<file path="config.mk">
export PLATFORM = sky130hd
export DESIGN_NAME = incremental_pid_heater_pwm
export DESIGN_NICKNAME = d
export VERILOG_FILES = /design/src/hw/rtl/ihp_pkg.sv /design/src/hw/rtl/ihp_cfg_regs.sv /design/src/hw/rtl/ihp_pid_calc.sv /design/src/hw/rtl/incremental_pid_heater_pwm.sv
export SDC_FILE = /design/constraint.sdc
export NUM_CORES = 2
export LEC_CHECK = 0
export ABC_AREA = 1
export BUFFER_PORTS_ARGS = -buffer_cell sky130_fd_sc_hd__buf_2
export CELL_PAD_IN_SITES_DETAIL_PLACEMENT = 0
export CELL_PAD_IN_SITES_GLOBAL_PLACEMENT = 1
export CORE_AREA = 5 5 245 247
export CTS_BUF_LIST = sky130_fd_sc_hd__clkbuf_8 sky130_fd_sc_hd__clkbuf_16
export DETAILED_ROUTE_END_ITERATION = 10
export DIE_AREA = 0 0 250 252
export GPL_TIMING_DRIVEN = 0
export PLACE_DENSITY = 0.88
export SKIP_LAST_GASP = 1
export SYNTH_ARGS = -nofsm -noshare
export SYNTH_HDL_FRONTEND = slang
export SYNTH_SLANG_ARGS = --single-unit
export TNS_END_PERCENT = 50
</file>
<file path="constraint.sdc">
create_clock -name clk -period 22.6 [get_ports clk]
set_input_delay 1.13 -clock clk [delete_from_list [all_inputs] [get_ports clk]]
set_output_delay 1.13 -clock clk [all_outputs]
set_load 0.005 [all_outputs]
</file>
<file path="src/hw/rtl/ihp_pkg.sv">
// Shared types, register codes and constants of the heater controller.
// Depends on nothing; used by every RTL module of the block.
`timescale 1ns / 1ps
`default_nettype none

package ihp_pkg;

  localparam int DUTY_W    = 7;
  localparam int TEMP_W    = 10;
  localparam int ERR_W     = 11;
  localparam int CFG_IDX_W = 3;
  localparam int CFG_DAT_W = 16;
  localparam int CMP_W     = 8;
  localparam int PROD_W    = 30;
  localparam int TERM_W    = 22;
  localparam int SUM_W     = 24;

  localparam logic [DUTY_W-1:0] DUTY_MAX   = 7'd100;
  localparam logic [8:0]        MIN_TARGET = 9'd45;

  // Configuration register indexes.
  typedef enum logic [CFG_IDX_W-1:0] {
    REG_TARGET = 3'd0,
    REG_GAIN_P = 3'd1,
    REG_GAIN_I = 3'd2,
    REG_GAIN_D = 3'd3,
    REG_BAND   = 3'd4
  } reg_idx_t;

  typedef struct packed {
    logic [8:0]  target_temp;
    logic [15:0] gain_p;
    logic [15:0] gain_i;
    logic [15:0] gain_d;
    logic [7:0]  boost_band;
  } cfg_t;

  typedef struct packed {
    logic [DUTY_W-1:0]       duty;
    logic signed [ERR_W-1:0] err;
    logic                    in_band;
  } pid_res_t;

  // Divide a Q8.8 product by 256, rounding toward zero.
  function automatic logic signed [TERM_W-1:0] q8_trunc(input logic signed [PROD_W-1:0] p);
    logic signed [PROD_W-1:0] biased;
    biased = p[PROD_W-1] ? (p + PROD_W'(255)) : p;
    return TERM_W'(biased >>> 8);
  endfunction

endpackage

`default_nettype wire

</file>
<file path="src/hw/rtl/ihp_cfg_regs.sv">
// Configuration register file of the heater controller.
// Depends on ihp_pkg for the register codes and the cfg_t bundle.
`timescale 1ns / 1ps
`default_nettype none

module ihp_cfg_regs (
  input  logic                            clk,
  input  logic                            rst,
  input  logic                            cfg_valid,
  input  logic [ihp_pkg::CFG_IDX_W-1:0]   cfg_index,
  input  logic [ihp_pkg::CFG_DAT_W-1:0]   cfg_data,
  output ihp_pkg::cfg_t                   cfg
);

  always_ff @(posedge clk) begin
    if (rst) begin
      cfg.target_temp <= 9'd0;
      cfg.gain_p      <= 16'd20480;
      cfg.gain_i      <= 16'd307;
      cfg.gain_d      <= 16'd205;
      cfg.boost_band  <= 8'd10;
    end else if (cfg_valid) begin
      case (cfg_index)
        ihp_pkg::REG_TARGET: cfg.target_temp <= cfg_data[8:0];
        ihp_pkg::REG_GAIN_P: cfg.gain_p      <= cfg_data;
        ihp_pkg::REG_GAIN_I: cfg.gain_i      <= cfg_data;
        ihp_pkg::REG_GAIN_D: cfg.gain_d      <= cfg_data;
        ihp_pkg::REG_BAND:   cfg.boost_band  <= cfg_data[7:0];
        default: begin
          // Writes beyond the register list are dropped.
        end
      endcase
    end
  end

endmodule

`default_nettype wire

</file>
<file path="src/hw/rtl/ihp_pid_calc.sv">
// Combinational incremental PID step: error, band checks, three gain terms, clamp.
// Depends on ihp_pkg for cfg_t, pid_res_t and the Q8.8 truncation helper.
`timescale 1ns / 1ps
`default_nettype none

module ihp_pid_calc (
  input  ihp_pkg::cfg_t                          cfg,
  input  logic signed [ihp_pkg::TEMP_W-1:0]      measured,
  input  logic signed [ihp_pkg::ERR_W-1:0]       err_prev,
  input  logic signed [ihp_pkg::ERR_W-1:0]       err_prev2,
  input  logic [ihp_pkg::DUTY_W-1:0]             prev_duty,
  output ihp_pkg::pid_res_t                      res
);

  logic signed [ihp_pkg::ERR_W-1:0]  err;
  logic signed [11:0]                dp;
  logic signed [12:0]                dd;
  logic signed [ihp_pkg::PROD_W-1:0] gp_x, gi_x, gd_x, dp_x, e_x, dd_x;
  logic signed [ihp_pkg::PROD_W-1:0] prod_p, prod_i, prod_d;
  logic signed [ihp_pkg::SUM_W-1:0]  sum;
  logic                              err_neg, err_high;

  assign err = $signed({2'b00, cfg.target_temp}) - $signed({measured[ihp_pkg::TEMP_W-1], measured});

  assign err_neg  = err[ihp_pkg::ERR_W-1];
  assign err_high = err > $signed({3'b000, cfg.boost_band});

  // First and second differences of the error history.
  assign dp = $signed({err[ihp_pkg::ERR_W-1], err}) - $signed({err_prev[ihp_pkg::ERR_W-1], err_prev});
  assign dd = $signed({{2{err[ihp_pkg::ERR_W-1]}}, err})
            - $signed({err_prev[ihp_pkg::ERR_W-1], err_prev, 1'b0})
            + $signed({{2{err_prev2[ihp_pkg::ERR_W-1]}}, err_prev2});

  assign gp_x = $signed({14'd0, cfg.gain_p});
  assign gi_x = $signed({14'd0, cfg.gain_i});
  assign gd_x = $signed({14'd0, cfg.gain_d});
  assign dp_x = $signed({{18{dp[11]}}, dp});
  assign e_x  = $signed({{19{err[ihp_pkg::ERR_W-1]}}, err});
  assign dd_x = $signed({{17{dd[12]}}, dd});

  assign prod_p = gp_x * dp_x;
  assign prod_i = gi_x * e_x;
  assign prod_d = gd_x * dd_x;

  assign sum = ihp_pkg::SUM_W'(ihp_pkg::q8_trunc(prod_p))
             + ihp_pkg::SUM_W'(ihp_pkg::q8_trunc(prod_i))
             + ihp_pkg::SUM_W'(ihp_pkg::q8_trunc(prod_d))
             + $signed({17'd0, prev_duty});

  always_comb begin
    res.err     = err;
    res.in_band = !err_neg && !err_high;
    if (err_neg) begin
      res.duty = '0;
    end else if (err_high) begin
      res.duty = ihp_pkg::DUTY_MAX;
    end else if (sum[ihp_pkg::SUM_W-1]) begin
      res.duty = '0;
    end else if (sum > $signed({17'd0, ihp_pkg::DUTY_MAX})) begin
      res.duty = ihp_pkg::DUTY_MAX;
    end else begin
      res.duty = sum[ihp_pkg::DUTY_W-1:0];
    end
  end

endmodule

`default_nettype wire

</file>
<file path="src/hw/rtl/incremental_pid_heater_pwm.sv">
// Incremental PID heater controller with time-proportional PWM. Every input
// item is one timer tick that carries the measured temperature and optional
// start and stop pulses (stop wins). Each item yields exactly one result item
// with the heater bit, the duty in percent, the run flag and a flag that marks
// ticks on which a control step ran; while running, that happens on every
// (CONTROL_INTERVAL+1)-th tick. The block takes one item per clock cycle while
// the output is not stalled; an item first lands in the input register, then the
// whole tick (run flag, interval counter, the PID step with its three parallel
// Q8.8 gain multipliers, the clamp and the PWM compare) is evaluated from there
// into the result register, from which the result is handed out. The result
// register frees the input side, so a waiting result does not block the next
// tick unless the output stays stalled. Configuration writes are accepted on
// every cycle and should be issued only while no ticks are in flight.
`timescale 1ns / 1ps
`default_nettype none

module incremental_pid_heater_pwm #(
  parameter int CONTROL_INTERVAL = 100,
  parameter int PWM_TOP          = 100
) (
  input  logic                                 clk,
  input  logic                                 rst,
  // Tick input channel.
  input  logic                                 in_valid,
  output logic                                 in_ready,
  input  logic signed [ihp_pkg::TEMP_W-1:0]    measured_temp,
  input  logic                                 start_pulse,
  input  logic                                 stop_pulse,
  // Result channel.
  output logic                                 out_valid,
  input  logic                                 out_ready,
  output logic                                 heater_on,
  output logic [ihp_pkg::DUTY_W-1:0]           duty_now,
  output logic                                 running,
  output logic                                 control_updated,
  // Configuration write channel.
  input  logic                                 cfg_valid,
  output logic                                 cfg_ready,
  input  logic [ihp_pkg::CFG_IDX_W-1:0]        cfg_index,
  input  logic [ihp_pkg::CFG_DAT_W-1:0]        cfg_data
);

  localparam int IC_W  = $clog2(CONTROL_INTERVAL + 1);
  localparam int PWM_W = $clog2(PWM_TOP + 1);

  ihp_pkg::cfg_t     cfg;
  ihp_pkg::pid_res_t pid;

  // Input register.
  logic                              s1_valid;
  logic signed [ihp_pkg::TEMP_W-1:0] s1_meas;
  logic                              s1_start;
  logic                              s1_stop;
  logic                              s1_fire;

  // Controller state carried from tick to tick.
  logic                              run_flag;
  logic [IC_W-1:0]                   interval_count;
  logic [PWM_W-1:0]                  pwm_count;
  logic [ihp_pkg::DUTY_W-1:0]        duty;
  logic [ihp_pkg::DUTY_W-1:0]        prev_duty;
  logic signed [ihp_pkg::ERR_W-1:0]  err_prev;
  logic signed [ihp_pkg::ERR_W-1:0]  err_prev2;

  // Next values for the tick held in the input register.
  logic                              run_pre;
  logic                              step_now;
  logic                              run_next;
  logic [IC_W-1:0]                   interval_count_next;
  logic [PWM_W-1:0]                  pwm_count_next;
  logic [ihp_pkg::DUTY_W-1:0]        duty_next;
  logic                              heater_next;

  assign cfg_ready = 1'b1;

  ihp_cfg_regs u_cfg (
    .clk       (clk),
    .rst       (rst),
    .cfg_valid (cfg_valid),
    .cfg_index (cfg_index),
    .cfg_data  (cfg_data),
    .cfg       (cfg)
  );

  ihp_pid_calc u_pid (
    .cfg       (cfg),
    .measured  (s1_meas),
    .err_prev  (err_prev),
    .err_prev2 (err_prev2),
    .prev_duty (prev_duty),
    .res       (pid)
  );

  // The held tick moves on when the result register is empty or being read.
  assign s1_fire  = s1_valid && (!out_valid || out_ready);
  assign in_ready = !s1_valid || s1_fire;

  always_comb begin
    // Pulses act before the tick is counted; stop takes priority.
    if (s1_stop) begin
      run_pre = 1'b0;
    end else if (s1_start) begin
      run_pre = 1'b1;
    end else begin
      run_pre = run_flag;
    end

    step_now            = run_pre && (interval_count >= IC_W'(CONTROL_INTERVAL));
    interval_count_next = interval_count;
    duty_next           = duty;
    if (run_pre) begin
      interval_count_next = step_now ? '0 : interval_count + 1'b1;
    end
    if (step_now) begin
      duty_next = pid.duty;
    end

    // A set-point below the minimum ends the run, even though the step ran.
    run_next = run_pre && !(step_now && (cfg.target_temp < ihp_pkg::MIN_TARGET));

    heater_next    = 1'b0;
    pwm_count_next = pwm_count;
    if (run_next) begin
      heater_next    = {{(ihp_pkg::CMP_W - PWM_W){1'b0}}, pwm_count}
                     < {{(ihp_pkg::CMP_W - ihp_pkg::DUTY_W){1'b0}}, duty_next};
      pwm_count_next = (pwm_count < PWM_W'(PWM_TOP)) ? pwm_count + 1'b1 : '0;
    end
  end

  always_ff @(posedge clk) begin
    if (rst) begin
      s1_valid       <= 1'b0;
      out_valid      <= 1'b0;
      run_flag       <= 1'b0;
      interval_count <= '0;
      pwm_count      <= '0;
      duty           <= '0;
      prev_duty      <= '0;
      err_prev       <= '0;
      err_prev2      <= '0;
    end else begin
      if (in_valid && in_ready) begin
        s1_valid <= 1'b1;
        s1_meas  <= measured_temp;
        s1_start <= start_pulse;
        s1_stop  <= stop_pulse;
      end else if (s1_fire) begin
        s1_valid <= 1'b0;
      end

      if (s1_fire) begin
        out_valid       <= 1'b1;
        heater_on       <= heater_next;
        duty_now        <= duty_next;
        running         <= run_next;
        control_updated <= step_now;

        run_flag       <= run_next;
        interval_count <= interval_count_next;
        pwm_count      <= pwm_count_next;
        duty           <= duty_next;
        // Only a step inside the band advances the history.
        if (step_now && pid.in_band) begin
          prev_duty <= pid.duty;
          err_prev  <= pid.err;
          err_prev2 <= err_prev;
        end
      end else if (out_ready) begin
        out_valid <= 1'b0;
      end
    end
  end

endmodule

`default_nettype wire

</file>
* Yosys cells after proc, flatten, opt, wreduce, memory -nomap -nowiden
Cells that the tools add are included.
Operators by class: add/sub/neg operators 12, multiply operators 3, $lt $le $gt $ge 6, eq/ne operators 4, mux-type cells 16, bitwise gates (word level) 1, reductions and logical operators 27
Operators with widths (number):
- $add A30 B9 Y30 const B | 3
- $mux W30 | 3
- $mux W7 | 7
- $mul A17 B13 Y30 | 1
- $mul A17 B12 Y29 | 1
- $mul A17 B11 Y28 | 1
- $add A23 B22 Y24 | 1
- $add A24 B8 Y24 | 1
- $gt A24 B8 Y1 const B | 1
- $add A22 B22 Y23 | 1
- $reduce_and A2 Y1 | 10
- $add A7 B1 Y7 const B | 2
- $add A13 B11 Y13 | 1
- $sub A11 B12 Y13 | 1
- $sub A11 B11 Y12 | 1
- $gt A11 B9 Y1 | 1
- $sub A10 B10 Y11 | 1
- $lt A9 B6 Y1 const B | 1
- $ge A7 B7 Y1 const B | 1
- $logic_and A1 B1 Y1 | 7
- $lt A7 B7 Y1 | 1
- $lt A7 B7 Y1 const B | 1
- $eq A3 B2 Y1 const B | 2
- $mux W1 | 6
- 7 further kinds | 13
Word-level totals: flip-flop bits (word level) 140, input port bits 36, output and inout port bits 13, word-level logic and storage cells 90

* Depth between registers and ports, before layout
depth after elaboration 15, depth in mapped cells 79, depth with buffers taken out 78

* Hierarchy
A second synthesis with hierarchy kept.
Unflattened totals: cell total of the unflattened synthesis 4684, area total of the unflattened synthesis 32743.9 um^2
Modules (own cells, without submodules):
- ihp_pid_calc | times used 1, cells an instance 3944, area each 26990.9 um^2, seq. area each 0.0 um^2
- incremental_pid_heater_pwm | times used 1, cells an instance 368, area each 3154.3 um^2, seq. area each 1721.7 um^2
- ihp_cfg_regs | times used 1, cells an instance 372, area each 2598.7 um^2, seq. area each 1301.2 um^2

* Worst setup path before layout
No wires, ideal clock.
path kind reg-to-reg, from register, netlist name u_cfg.cfg[56], to register heater_on, data pin, library setup time 259 ps, arrival time 11972 ps, data required time 22341 ps, slack 10369 ps, stages on the path, launching flop included 71, path buffers 2, clock period less this slack 12231 ps, cell sequence dfxtp_1 -> inv_1 -> ha_1 -> inv_1 -> fa_1 -> nand3_1 -> nand2_1 -> nand2_1 -> nand2_1 -> inv_1 -> buf_1 -> fa_1 -> ha_1 -> inv_1 -> nor3_1 -> a21oi_1 -> or2_2 -> nand2_1 -> [... 35 more ...] -> nor2_1 -> and2_1 -> nand3b_1 -> nand3_1 -> nand2_1 -> nand2_1 -> nor2_1 -> nand2_1 -> nor2_1 -> and2_4 -> nor2_4 -> o21ai_1 -> o21ai_2 -> inv_1 -> ha_1 -> nand2_1 -> o211ai_1 -> a21oi_1
RTL lines:
- end signal: assignment | RTL line incremental_pid_heater_pwm.sv:153 | heater_on <= heater_next;
- end: declaration | RTL line incremental_pid_heater_pwm.sv:32 | output logic heater_on,

==> metrics.cfg <==
[detailed_routing]
wirelength_mm=88.71
dr.pass1.iters=6
drc=0
via_count=26110
viasPerCell=5.275
drt_iter0_drc=1960
wl_per_cell_um=17.92
ant_nets=0

[final_layout]
drive_gt1_share_pct=4.875
diodes=0
layout.nets=5027
final_cell_mix=inv_1, nand2_1, fa_1, nor2_1, ha_1
final_common_cell=inv_1
fin_util_pct=56.46
area_delta_synth_final_pct=5.886
fillCellCount=5570

[synth]
yosys.area_share.adder_pct=44.86
ys_warn_count=0
synth_xor_area_share_pct=2.892
synthCells=4106
synth_compound_area_share_pct=7.649
synth_fp_nets=4961
syn_area_sq_um=30590
synth_top_family_by_area=adder cells
synth_cell_types=59
synth-simple-area-share_pct=21.74
synth_mux_area_share_pct=0
avgSynthCellArea_sq_um=7.450
ys_ff_latch=140
yosysSeqAreaShare_pct=9.882

[cts]
cts.path.max_buffers=2
root_buffer=clkbuf_16
htreeDepth=4
cts_buffers=17
cts_resized=0
path_clk_slew_ns=0.08
clock_sinks=140
cts_hold_buf=0
cts_setup_buffers=0
worstSkewPairLatency_ns=0.50
cts_tree=built

[critical_path]
cpMaxStageDelayCell=nand3_1
worst_setup_path_end_kind=flip-flop
path_common_cell=nand2_1
cp_top_family=adder cells
critPathRequiredTime_ns=22.94
max_stage_delay_ns=0.71
crit_arrival_ns=15.23
path_class=reg -> reg
crit_buf_inv=9
cp_max_fo=12
startpoint_type=flip-flop

[sta]
clock.fmax_mhz=67.15
tightest_slew_ns=1.237
fin_crit_sh_pct=65.90
setup-tns-final_ns=0
hold_viol_final=0
max-slew-margin-rel_pct=17.56
slew_viol_final=0
layout_min_cycle_time_ns=14.89
skew_ns=0.02131
rsz0062_at_grt=no
setup_viol=0

[place]
place_congestion=0.9476
port_buffers=47
hpwl_mm=75.57

[floorplanning]
io_pins=49
initial_core_util_pct=53.32
design.die.area_sq_um=63000
dieHeight_um=252
core-area_sq_um=57370
die_w_um=250
rows=88

[run]
cap_viol_max_count=0

[global_routing]
grt.total_usage_pct=28.79
antenna_found_initial=1
grt_overflow_total=0
grt_pass1_vias=26390
grt_start_max_net_pins=18
grt_pass1_wl_mm=143.2

[hold_path]
hold_path_class=reg -> reg

[run_status]
status=complete, no violations

[cell type report]
class	instances	area (sq um)	area share, %
Inverter	944	3543	10.94
Multi-Input combinational cell	2921	23600	72.86
Clock buffer	18	450.4	1.391
Clock inverter	14	157.7	0.4867
Buffer	101	422.9	1.306
Timing Repair Buffer	47	235.2	0.7262
Tap cell	765	957.2	2.955
Sequential cell	140	3023	9.333
[cells by family (layout without fill, tap and decap cells)]
kind of cell             count (synthesis)  after routing
other                                    1              1
AND/OR/NAND/NOR                       1585           1585
adder cells (fa/ha/maj)                819            819
AO/OA/AOI/OAI                          421            421
flip-flops                             140            140
XOR/XNOR                                95             95
buffers and inverters                 1045           1124
[sequential cells by signal, summed over array words and instances, names as in the netlist, 7 cells and up]
register,count
u_cfg.cfg,65
prev_duty,7
s1_meas,10
interval_count,7
duty_now,7
pwm_count,7
duty,7
err_prev2,11
err_prev,11
[per-stage QoR]
step / instances / setup slack [ns] / cell area, sq um / hold WS, ns
after global placement: 4918 / 7.933 / 31780 / 0.4423
after detailed placement: 4918 / 7.884 / 31780 / 0.4487
after CTS: 4950 / 7.796 / 32390 / 0.4615
after global routing: 4950 / 6.721 / 32390 / 0.4856
after floorplan: 4106 / 10.37 / 30590 / 0.4274
final: 4950 / 7.707 / 32390 / 0.4554
[worst reg2reg max path, delay by kind of cell (launching register included)]
family,cells,cell delay [ns]
AOI/OAI and AO/OA,9,1.58
xor gates and xnor gates,1,0.49
DFF,1,0.33
buffers and inverters,9,2.38
adders and majority gates,13,5.23
and+or+nand+nor,33,4.74
[final timing paths]
path | depth (start not counted) | slack [ns] | startpoint | to
setup / recovery | 65 | 7.71 | u_cfg.cfg[56] | heater_on
hold / removal | 2 | 0.46 | duty[4] | duty[4]
setup reg to reg | 65 | 7.71 | u_cfg.cfg[56] | heater_on
hold reg to reg | 2 | 0.46 | duty[4] | duty[4]
[metal layers]
metal	vias to the layer above	share of wire, %	wire length (um)	track usage (%)
li1	12610	-	-	-
met1	12550	43	38010	38.10
met2	796	47	41690	48.60
met3	160	6.2	5509	4.494
met4	0	3.9	3502	9.855
met5	-	0	0	0
[Yosys cell counts (all sizes together)]
cell type | count | area share, %
nand4 | 38 | 0.78
buf | 23 | 0.43
nand3 | 130 | 2.2
edfxtp | 22 | 2.2
xor2 | 65 | 2.0
o211ai | 12 | 0.29
o211a | 1 | 0.033
o21a | 1 | 0.025
a31o | 1 | 0.029
ha | 356 | 15
a21oi | 212 | 3.6
a211oi | 4 | 0.098
nor4 | 11 | 0.29
inv | 939 | 12
fa | 463 | 30
o31ai | 3 | 0.074
conb | 1 | 0.012
nand3b | 15 | 0.41
nor3 | 32 | 0.56
xnor2 | 30 | 0.86
dfxtp | 118 | 7.7
a21boi | 2 | 0.049
nand2 | 898 | 11
o221ai | 2 | 0.057
a221oi | 2 | 0.057
clkinv | 5 | 0.061
nor2 | 420 | 5.4
nor3b | 2 | 0.049
o21ai | 151 | 2.6
o21bai | 12 | 0.31
or2 | 35 | 0.72
clkbuf | 78 | 0.96
a21o | 12 | 0.29
o2111ai | 3 | 0.086
a31oi | 3 | 0.061
and3 | 1 | 0.020
and2 | 3 | 0.070
Power is left out: the tool's default activity adds up to more than one toggle a clock period on the data nets, which glitch-free logic cannot reach.
